**src/rtl/art_pkg.sv**
```systemverilog
// art_pkg: shared constants, codes and types of the allocation range tracker
// depends on nothing; used by the interfaces, the cells, the scan unit and the top level
package art_pkg;

  localparam int TABLE_ENTRIES = 64;
  localparam int IDX_W         = $clog2(TABLE_ENTRIES);
  localparam int ADDR_W        = 48;
  localparam int SIZE_W        = 32;
  localparam int OP_W          = 2;
  localparam int STATUS_W      = 3;

  // request opcodes
  localparam logic [OP_W-1:0] OP_ALLOC  = 2'd0;
  localparam logic [OP_W-1:0] OP_FREE   = 2'd1;
  localparam logic [OP_W-1:0] OP_LOOKUP = 2'd2;
  localparam logic [OP_W-1:0] OP_NONE   = 2'd3;

  // result status codes
  localparam logic [STATUS_W-1:0] ST_OK       = 3'd0;
  localparam logic [STATUS_W-1:0] ST_DUP      = 3'd1;
  localparam logic [STATUS_W-1:0] ST_FULL     = 3'd2;
  localparam logic [STATUS_W-1:0] ST_UNKNOWN  = 3'd3;
  localparam logic [STATUS_W-1:0] ST_NOTFOUND = 3'd4;
  localparam logic [STATUS_W-1:0] ST_OVERRUN  = 3'd5;

  typedef struct packed {
    logic              valid;
    logic [ADDR_W-1:0] base;
    logic [SIZE_W-1:0] size;
  } entry_t;

  // write into one cell while the ring is at rest
  typedef struct packed {
    logic             en;
    logic             load;   // also load base and size
    logic [IDX_W-1:0] idx;
    entry_t           ent;
  } cell_wr_t;

  typedef struct packed {
    logic             step;   // head entry is examined this cycle
    logic             first;  // first step of a request
    logic [IDX_W-1:0] idx;    // slot number currently at the head
  } scan_ctl_t;

  typedef struct packed {
    logic              match;      // valid entry with the request base
    logic [IDX_W-1:0]  match_idx;
    logic              free_found;
    logic [IDX_W-1:0]  free_idx;   // lowest empty slot
    logic              cand_found;
    logic [ADDR_W-1:0] cand_base;  // greatest base not above the address
    logic [SIZE_W-1:0] cand_size;
  } scan_res_t;

endpackage

```
**src/rtl/art_scan.sv**
```systemverilog
// art_scan: comparator at the head of the ring; gathers match, free slot and lookup candidate
// depends on art_pkg
module art_scan (
  input  logic                       clk,
  input  logic                       rst_n,
  input  art_pkg::scan_ctl_t         ctl,
  input  art_pkg::entry_t            head,
  input  logic [art_pkg::ADDR_W-1:0] addr,
  output art_pkg::scan_res_t         res
);
  import art_pkg::*;

  scan_res_t acc_r;
  scan_res_t cur;
  scan_res_t acc_nxt;
  logic      hit_eq;
  logic      below;

  assign hit_eq = head.valid && (head.base == addr);
  assign below  = head.valid && (head.base <= addr);

  always_comb begin
    cur = acc_r;
    if (ctl.first) begin
      cur = '0;
    end
    acc_nxt = cur;
    if (hit_eq && !cur.match) begin
      acc_nxt.match     = 1'b1;
      acc_nxt.match_idx = ctl.idx;
    end
    if (!head.valid && !cur.free_found) begin
      acc_nxt.free_found = 1'b1;
      acc_nxt.free_idx   = ctl.idx;
    end
    if (below && (!cur.cand_found || (head.base > cur.cand_base))) begin
      acc_nxt.cand_found = 1'b1;
      acc_nxt.cand_base  = head.base;
      acc_nxt.cand_size  = head.size;
    end
  end

  // accumulator, advanced once per examined slot
  always_ff @(posedge clk) begin
    if (!rst_n) begin
      acc_r <= '0;
    end else if (ctl.step) begin
      acc_r <= acc_nxt;
    end
  end

  assign res = acc_r;

endmodule

```
**config.mk**
```make
export PLATFORM = sky130hd
export DESIGN_NAME = art_scan
export DESIGN_NICKNAME = d
export VERILOG_FILES = /design/src/rtl/art_pkg.sv /design/src/rtl/art_scan.sv
export SDC_FILE = /design/constraint.sdc
export NUM_CORES = 1
export LEC_CHECK = 0
export BUFFER_PORTS_ARGS = -buffer_cell sky130_fd_sc_hd__buf_2
export CAP_MARGIN = 20
export CORE_UTILIZATION = 27
export DETAILED_ROUTE_END_ITERATION = 8
export PLACE_DENSITY = 0.45
export SYNTH_ARGS = -nofsm -noshare
export SYNTH_HDL_FRONTEND = slang
export SYNTH_SLANG_ARGS = --single-unit
```
**constraint.sdc**
```tcl
create_clock -name clk -period 3.56 [get_ports clk]
set_input_delay 0.534 -clock clk [delete_from_list [all_inputs] [get_ports clk]]
set_output_delay 0.534 -clock clk [all_outputs]
set_load 0.05 [all_outputs]
```
==> impl_metrics.ini <==
[logic_synthesis]
synth_edf_count = 0
synth.top_cells.by_area = dfxtp_1 29%, ha_1 18%, nand2_1 14%
synth-main-ff-cell = dfxtp_1
synth_warnings = 0
synth-seq-area-share_pct = 29.2
synthesis.area_per_instance_um2 = 8.44
synth.cell_area_mm2 = 0.00652
postSynth.asyncResetShare_pct = 0
yosys_top_cell_area_share_pct = 29.2
post_synth_inst_count = 772
synth_nets = 1007
ys_types = 45
synth.largest_area_cell = dfxtp_1
postSynthRegisterBits = 95

[detailed_routing]
wl_mm = 19.6
num_vias = 5915
ant_nets = 0
dr.first_iter.drc_count = 216
avgViaCountPerCell = 4.49
drc = 0
detailedRoute.firstPassIterationCount = 6
routedWlPerCell_um = 14.9

[final_layout]
syn_to_final_growth_pct = 24.3
post_route_cells_drive_above_1_share_pct = 26.8
design_area_mm2 = 0.00810
final_nets = 1227
max_reg_flops = 95
insertedDiodeCount = 0

[sta]
final_max_slew_viol_count = 0
finalCritPeriodShare_pct = 81.7
finalHoldViolCount = 0
finalCriticalPeriod_ns = 2.91
setup-tns-final_ns = 0
tightest_slew_ns = 1.03
relSlewSlack_pct = 31.3
layout_setup_ws_ns = 0.650
finClkSkew_ns = 0.00897
grt_setup_unrepaired = no
max_freq_mhz = 344
total_setup_violations_reported_at_the_end_of_the_flow = 0

[cts]
cts.path.max_buffers = 2
cts_buffers = 9
cts_repair_resize_count = 0
tritoncts = done
path_clk_slew_ns = 0.07
cts_root_buffer = clkbuf_16
post_cts_hold_buffer_count = 0
clk-insertion-delay-late_ns = 0.35
cts.repair_timing.setup_buffer_count = 0
htree_levels = 3
numClockSinks = 95

[grt]
grt_first_pass_wirelength_mm = 30.4
grt-ovfl-total = 0
number_of_global_route_vias_before_repair = 5643
pin_count_of_the_biggest_net_entering_global_routing = 96
gr-usage-all-layers_pct = 16.0
grt_antenna_before_repair = 0

[floorplan]
top_level_ports = 234
die_width_um = 157
die_height_um = 157
core_region_area_mm2 = 0.0235
dieArea_mm2 = 0.0248
placementRows = 56
initial_core_util_pct = 27.7

[power_and_ir_drop]
post-layout-total-power_uw = 2830
static-leakage-power_uw = 0.00385
pwr_density_cell_mw_per_mm2 = 350
vdd_ir_drop_max_uv = 208

[placed_design]
gp_routability_congestion = 0.744
place_hpwl_mm = 15.1
io_buffers = 233
dpl-instance-area_mm2 = 0.00780
dp_worst_setup_slack_ns = 0.274

[run_status]
run_status = complete, no violations

[worst_setup_path]
end_kind = flop
timing.critical_path.required_ns = 3.84
setup.worst_path.start_class = input port
data_arrival_time_of_the_worst_path_ns = 3.19
setup.worst_path.class = in -> reg
critPathMaxFanout = 54
ff2ff_setup_slack_ns = 0.98

[hold_path]
hold_path_class = in -> reg

[run]
timing.max_cap.violations = 0
==> cell type report <==
| class | count | area [um^2] |
|---|---|---|
| Inverter | 51 | 191 |
| Fill cell | 2604 | 15400 |
| Clock buffer | 10 | 229 |
| Timing Repair Buffer | 243 | 1290 |
| Clock inverter | 6 | 68.8 |
| Sequential cell | 95 | 1900 |
| Multi-Input combinational cell | 592 | 4010 |
| Tap cell | 319 | 399 |
==> final timing paths <==
check,from,to,cells past startpoint
setup reg to reg,res[59],res[27],11
hold / removal,head[6],res[6],3
setup / recovery,head[59],res[27],10
hold reg to reg,res[3],res[3],2
==> logic make-up (layout without fill, tap and decap cells) <==
| logic type | count (synthesis) | after routing | share of synthesized area [%] |
|---|---|---|---|
| compound gates | 99 | 99 | 9.64 |
| buf+inv | 85 | 310 | 9.41 |
| simple gates | 317 | 317 | 21.0 |
| flops | 95 | 95 | 29.2 |
| mux | 80 | 80 | 12.3 |
| fa+ha+maj | 96 | 96 | 18.4 |
==> report_power, final <==
| part | switching (uW) | internal (uW) | total (uW) |
|---|---|---|---|
| clock network | 462 | 548 | 1010 |
| registers | 28.3 | 1100 | 1130 |
| logic | 443 | 246 | 688 |
| total | 933 | 1900 | 2830 |
==> metrics by stage <==
step | cells | hold slack (ns) | utilization, %
after floorplan | 772 | 0.669 | -
after global placement | 1300 | 0.440 | 33.1
after detailed placement | 1300 | 0.445 | 33.1
after CTS | 1316 | 0.405 | 34.4
after global routing | 1316 | 0.408 | 34.4
final | 1316 | 0.419 | 34.4
==> synthesized netlist by cell type (all sizes together), types with 5 or more instances <==
cell    count
a21o        7
buf        12
nand2     238
nor3        6
nand3      12
nand4      18
a21oi      44
dfxtp      95
nor2b      14
inv        51
nor4        5
clkbuf     18
mux2i      80
a22oi      13
o21ai      19
ha         96
nor2        9
==> critical path: stages <==
cell       delay [ns]
buf_2            0.13
ha_1             0.32
nand4_1          0.24
nor4_1           0.44
buf_4            0.19
nand4_1          0.12
nor2_1           0.35
a2bb2oi_4        0.23
buf_12           0.35
mux2i_1          0.23
==> per-layer routing <==
layer,up-vias,global-route usage (%),routed length (um)
met2,156,26.1,9110
met1,2667,21.3,9390
met3,12,3.41,927
met4,0,3.61,208
li1,3080,-,-
met5,-,0,0
==> placed cells by master (no fill, tap or decap), types with 12 or more instances in the layout <==
| cell | n |
|---|---|
| a22oi_1 | 12 |
| nand2_1 | 238 |
| buf_2 | 232 |
| mux2i_1 | 80 |
| dfxtp_1 | 95 |
| nand4_1 | 17 |
| nand3_1 | 12 |
| ha_1 | 96 |
| o21ai_0 | 18 |
| a21oi_1 | 43 |
| nor2b_1 | 14 |
| inv_1 | 50 |
No activity file was read; power rests on OpenSTA's default activity.
