$ cat config.mk
export PLATFORM = sky130hd
export DESIGN_NAME = art_cell
export DESIGN_NICKNAME = d
export VERILOG_FILES = /design/src/rtl/art_pkg.sv /design/src/rtl/art_cell.sv
export SDC_FILE = /design/constraint.sdc
export NUM_CORES = 1
export LEC_CHECK = 0
export BUFFER_PORTS_ARGS = -buffer_cell sky130_fd_sc_hd__buf_4
export CORE_AREA = 2 2 101 103
export CTS_CLUSTER_DIAMETER = 200
export CTS_CLUSTER_SIZE = 20
export DETAILED_ROUTE_END_ITERATION = 12
export DIE_AREA = 0 0 103 105
export PLACE_DENSITY = 0.76
export SKIP_LAST_GASP = 1
export SLEW_MARGIN = 40
export SYNTH_ARGS = -nofsm -noshare
export SYNTH_HDL_FRONTEND = slang
export SYNTH_SLANG_ARGS = --single-unit
$ cat constraint.sdc
create_clock -name clk -period 12.9 [get_ports clk]
set_input_delay 1.29 -clock clk [delete_from_list [all_inputs] [get_ports clk]]
set_output_delay 1.29 -clock clk [all_outputs]
set_load 0.02 [all_outputs]
$ cat src/rtl/art_pkg.sv
// art_pkg: shared constants, codes and types of the allocation range tracker
// depends on nothing; used by the interfaces, the cells, the scan unit and the top level
package art_pkg;

  localparam int TABLE_ENTRIES = 64;
  localparam int IDX_W         = $clog2(TABLE_ENTRIES);
  localparam int ADDR_W        = 48;
  localparam int SIZE_W        = 32;
  localparam int OP_W          = 2;
  localparam int STATUS_W      = 3;

  // request opcodes
  localparam logic [OP_W-1:0] OP_ALLOC  = 2'd0;
  localparam logic [OP_W-1:0] OP_FREE   = 2'd1;
  localparam logic [OP_W-1:0] OP_LOOKUP = 2'd2;
  localparam logic [OP_W-1:0] OP_NONE   = 2'd3;

  // result status codes
  localparam logic [STATUS_W-1:0] ST_OK       = 3'd0;
  localparam logic [STATUS_W-1:0] ST_DUP      = 3'd1;
  localparam logic [STATUS_W-1:0] ST_FULL     = 3'd2;
  localparam logic [STATUS_W-1:0] ST_UNKNOWN  = 3'd3;
  localparam logic [STATUS_W-1:0] ST_NOTFOUND = 3'd4;
  localparam logic [STATUS_W-1:0] ST_OVERRUN  = 3'd5;

  typedef struct packed {
    logic              valid;
    logic [ADDR_W-1:0] base;
    logic [SIZE_W-1:0] size;
  } entry_t;

  // write into one cell while the ring is at rest
  typedef struct packed {
    logic             en;
    logic             load;   // also load base and size
    logic [IDX_W-1:0] idx;
    entry_t           ent;
  } cell_wr_t;

  typedef struct packed {
    logic             step;   // head entry is examined this cycle
    logic             first;  // first step of a request
    logic [IDX_W-1:0] idx;    // slot number currently at the head
  } scan_ctl_t;

  typedef struct packed {
    logic              match;      // valid entry with the request base
    logic [IDX_W-1:0]  match_idx;
    logic              free_found;
    logic [IDX_W-1:0]  free_idx;   // lowest empty slot
    logic              cand_found;
    logic [ADDR_W-1:0] cand_base;  // greatest base not above the address
    logic [SIZE_W-1:0] cand_size;
  } scan_res_t;

endpackage

$ cat src/rtl/art_cell.sv
// art_cell: one table slot of the rotating ring; shifts from its neighbor or takes a write
// depends on art_pkg
module art_cell (
  input  logic                    clk,
  input  logic                    rst_n,
  input  logic                    shift,
  input  art_pkg::cell_wr_t       wr,
  input  logic [art_pkg::IDX_W-1:0] my_idx,
  input  art_pkg::entry_t         nbr,
  output art_pkg::entry_t         ent
);
  import art_pkg::*;

  logic              valid_r;
  logic [ADDR_W-1:0] base_r;
  logic [SIZE_W-1:0] size_r;
  logic              sel;

  assign sel = wr.en && (wr.idx == my_idx);

  always_ff @(posedge clk) begin
    if (!rst_n) begin
      valid_r <= 1'b0;
    end else if (shift) begin
      valid_r <= nbr.valid;
    end else if (sel) begin
      valid_r <= wr.ent.valid;
    end
  end

  always_ff @(posedge clk) begin
    if (shift) begin
      base_r <= nbr.base;
      size_r <= nbr.size;
    end else if (sel && wr.load) begin
      base_r <= wr.ent.base;
      size_r <= wr.ent.size;
    end
  end

  assign ent = '{valid: valid_r, base: base_r, size: size_r};

endmodule

==> flow_summary.json <==
{
  "synthCells": 187,
  "ir_drop_v": 0.0000602,
  "required_ns": 12.93,
  "yosysWarnings": 0,
  "hold_viol": 0,
  "leakage_nw": 2.80,
  "clock-sinks": 81,
  "synth_nets": 366,
  "end_kind": "register",
  "cts.path.max_buffers": 2,
  "nFillCells": 760,
  "holdPathStages": 3,
  "routed_wl_microns": 9440,
  "rows": 36,
  "rsz0062_at_grt": "false",
  "htreeDepth": 3,
  "vias": 2637,
  "synth_top_family_by_area": "multiplexers",
  "stdcell_area_sq_mm": 0.00603,
  "swShare": 0.243,
  "startpoint_type": "input port",
  "avgViaCountPerCell": 4.49,
  "pin_count": 260,
  "powerDensity_mw_per_mm2": 109,
  "die_width_microns": 103,
  "worstMarginPinSlew_ns": 0.778,
  "path_buf_inv": 3,
  "synth-compound-area-share": 0.00461,
  "start_util": 0.394,
  "p_int_mw": 0.499,
  "hold_buffers": 0,
  "antenna_found_initial": 0,
  "cp_slowest_stage_delay_ns": 0.50,
  "path_max_fanout": 39,
  "drtAntennaViolNets": 0,
  "min_path_type": "reg -> reg",
  "crit-reg2reg-launch": "valid_r",
  "finalCritPeriodShare": 0.228,
  "ys_seq_area_frac": 0.638,
  "clock_power_share": 0.261,
  "port-buffer-count": 259,
  "cp_slowest_cell": "buf_4",
  "ctsResizeCount": 0,
  "cts.reportedPaths.clkPinSlew_ns": 0.08,
  "rr_worst_depth": 3,
  "synthAdderAreaFrac": 0,
  "layout_min_cycle_time_ns": 2.94,
  "layout-drive-gt1-share": 0.786,
  "status": "finished, final reports clean",
  "synth_xor_area_frac": 0.0138,
  "diodes": 0,
  "finalSetupTns_ns": 0,
  "cts_root_buffer": "clkbuf_8",
  "grt_max_degree": 47,
  "setup_viol": 0,
  "insertion_delay_ns": 0.33,
  "cp-startpoint": "my_idx[0]",
  "cp.arrival_ns": 2.98,
  "crit_top_cell": "buf_4",
  "relSlewSlack": 0.481,
  "grt_pass1_wl_microns": 13500,
  "dieArea_sq_mm": 0.0108,
  "netlist_area_sq_mm": 0.00380,
  "seqPwrFrac": 0.493,
  "cp_cell_sequence": "buf_4 > xnor2_1 > nand4_1 > o31ai_4 > buf_4 > buf_12",
  "comb_power_share": 0.246,
  "dpl.hpwl_microns": 7580,
  "gp_congestion": 0.746,
  "layout_commonest_cell": "buf_4",
  "ys_seq_elements": 81,
  "synthSimpleGateAreaFrac": 0.00890,
  "wl_per_cell_microns": 16.1,
  "synthMuxAreaShare": 0.307,
  "drv_slew": 0,
  "r2r_slack_ns": 12.15,
  "placed_cell_area_sq_mm": 0.00586,
  "grtUsageTotal": 0.170,
  "fin_skew_ns": 0,
  "finalNetCount": 629,
  "cts_tree": "yes",
  "grt-ovfl-total": 0,
  "p_switching_mw": 0.160,
  "areaGrowthSynthToFinish_pct": 58.9,
  "syn_avg_cell_area_sq_um": 20.3,
  "path_class": "in -> reg",
  "drt_first_pass_iters": 4,
  "post_cts.repair.setup_buffers": 0,
  "grt_pass1_vias": 2688,
  "fmax_ghz": 0.340,
  "reg2reg_to": "valid_r",
  "die_y_microns": 105,
  "cts_made_buffers": 9,
  "crit_end": "size_r[9]",
  "drt-initial-drc-count": 52,
  "cap_violations": 0,
  "synth.distinct_cells": 17,
  "drc": 0,
  "crit_family": "buffers and inverters",
  "final_cell_mix": "261 x buf_4, 80 x edfxtp_1, 70 x mux2_4",
  "core-area_sq_mm": 0.00964,
  "cp.depth": 6
}
[registers in the layout (all words and copies together) (netlist names)]
register,cells
valid_r,1
size_r,32
base_r,48
[Yosys cell counts]
master | number | area (sq um)
o21ai_0 | 1 | 5.00
mux2_4 | 70 | 1050
o21ai_1 | 1 | 5.00
nand3_2 | 1 | 10.0
buf_6 | 7 | 78.8
inv_1 | 2 | 7.51
buf_4 | 2 | 15.0
dfxtp_1 | 1 | 20.0
mux2_2 | 10 | 113
nor3b_1 | 1 | 7.51
xnor2_1 | 6 | 52.6
nand4_1 | 1 | 6.26
edfxtp_1 | 80 | 2400
nor2_1 | 1 | 3.75
o31ai_1 | 1 | 7.51
buf_2 | 1 | 5.00
nor4_1 | 1 | 6.26
[power groups by stage]
stage / clock [mW] / sequential, mW / combinational, mW
after floorplan: 0 / 0.365 / 0.0457
after global placement: 0 / 0.330 / 0.161
after detailed placement: 0 / 0.331 / 0.164
after CTS: 0.177 / 0.325 / 0.164
after global routing: 0.188 / 0.327 / 0.171
final: 0.172 / 0.325 / 0.162
[worst min-delay path: stages (launching register included)]
cell and delay (ns):
dfxtp_1 0.32, nor2_1 0.09, o21ai_1 0.06, nor3b_1 0.13
[routing by layer]
metal	routed length, microns	global-route usage	up-vias
met2	5220	0.320	160
met5	0	0	-
met4	161	0.0714	0
li1	-	-	1247
met3	892	0.0508	13
met1	3160	0.166	1217
[layout make-up]
type                    count  area, sq um  share of cell area
flip-flops and latches     81         2420               0.401
clock inverters             4         45.0             0.00747
multi-input cells          94         1280               0.212
inverters                   2         7.51             0.00124
clock buffers              11          131              0.0218
repair buffers            262         1980               0.328
well taps                 133          166              0.0276
[per-stage QoR]
stage                util  total power [mW]  setup slack [ns]  hold WS [ns]  std cells
global placement    0.606             0.492              9.58         0.630        571
CTS                 0.626             0.667              9.94         0.644        587
finish              0.626             0.659              9.96         0.646        587
detailed placement  0.608             0.495              9.59         0.633        572
global route        0.626             0.686              9.83         0.663        587
floorplan               -             0.411              4.76         0.590        187
[worst min path at each step]
stage | to | startpoint
floorplan | valid_r | valid_r
global placement | valid_r | valid_r
detailed placement | valid_r | valid_r
CTS | valid_r | valid_r
global route | valid_r | valid_r
finish | valid_r | valid_r
[cells by family after synthesis]
family	Yosys count
buf+inv	12
flops	81
xor+xnor	6
simple gates	5
mux	80
compound gates	3
Note: power is estimated with default switching activity, not from simulation.
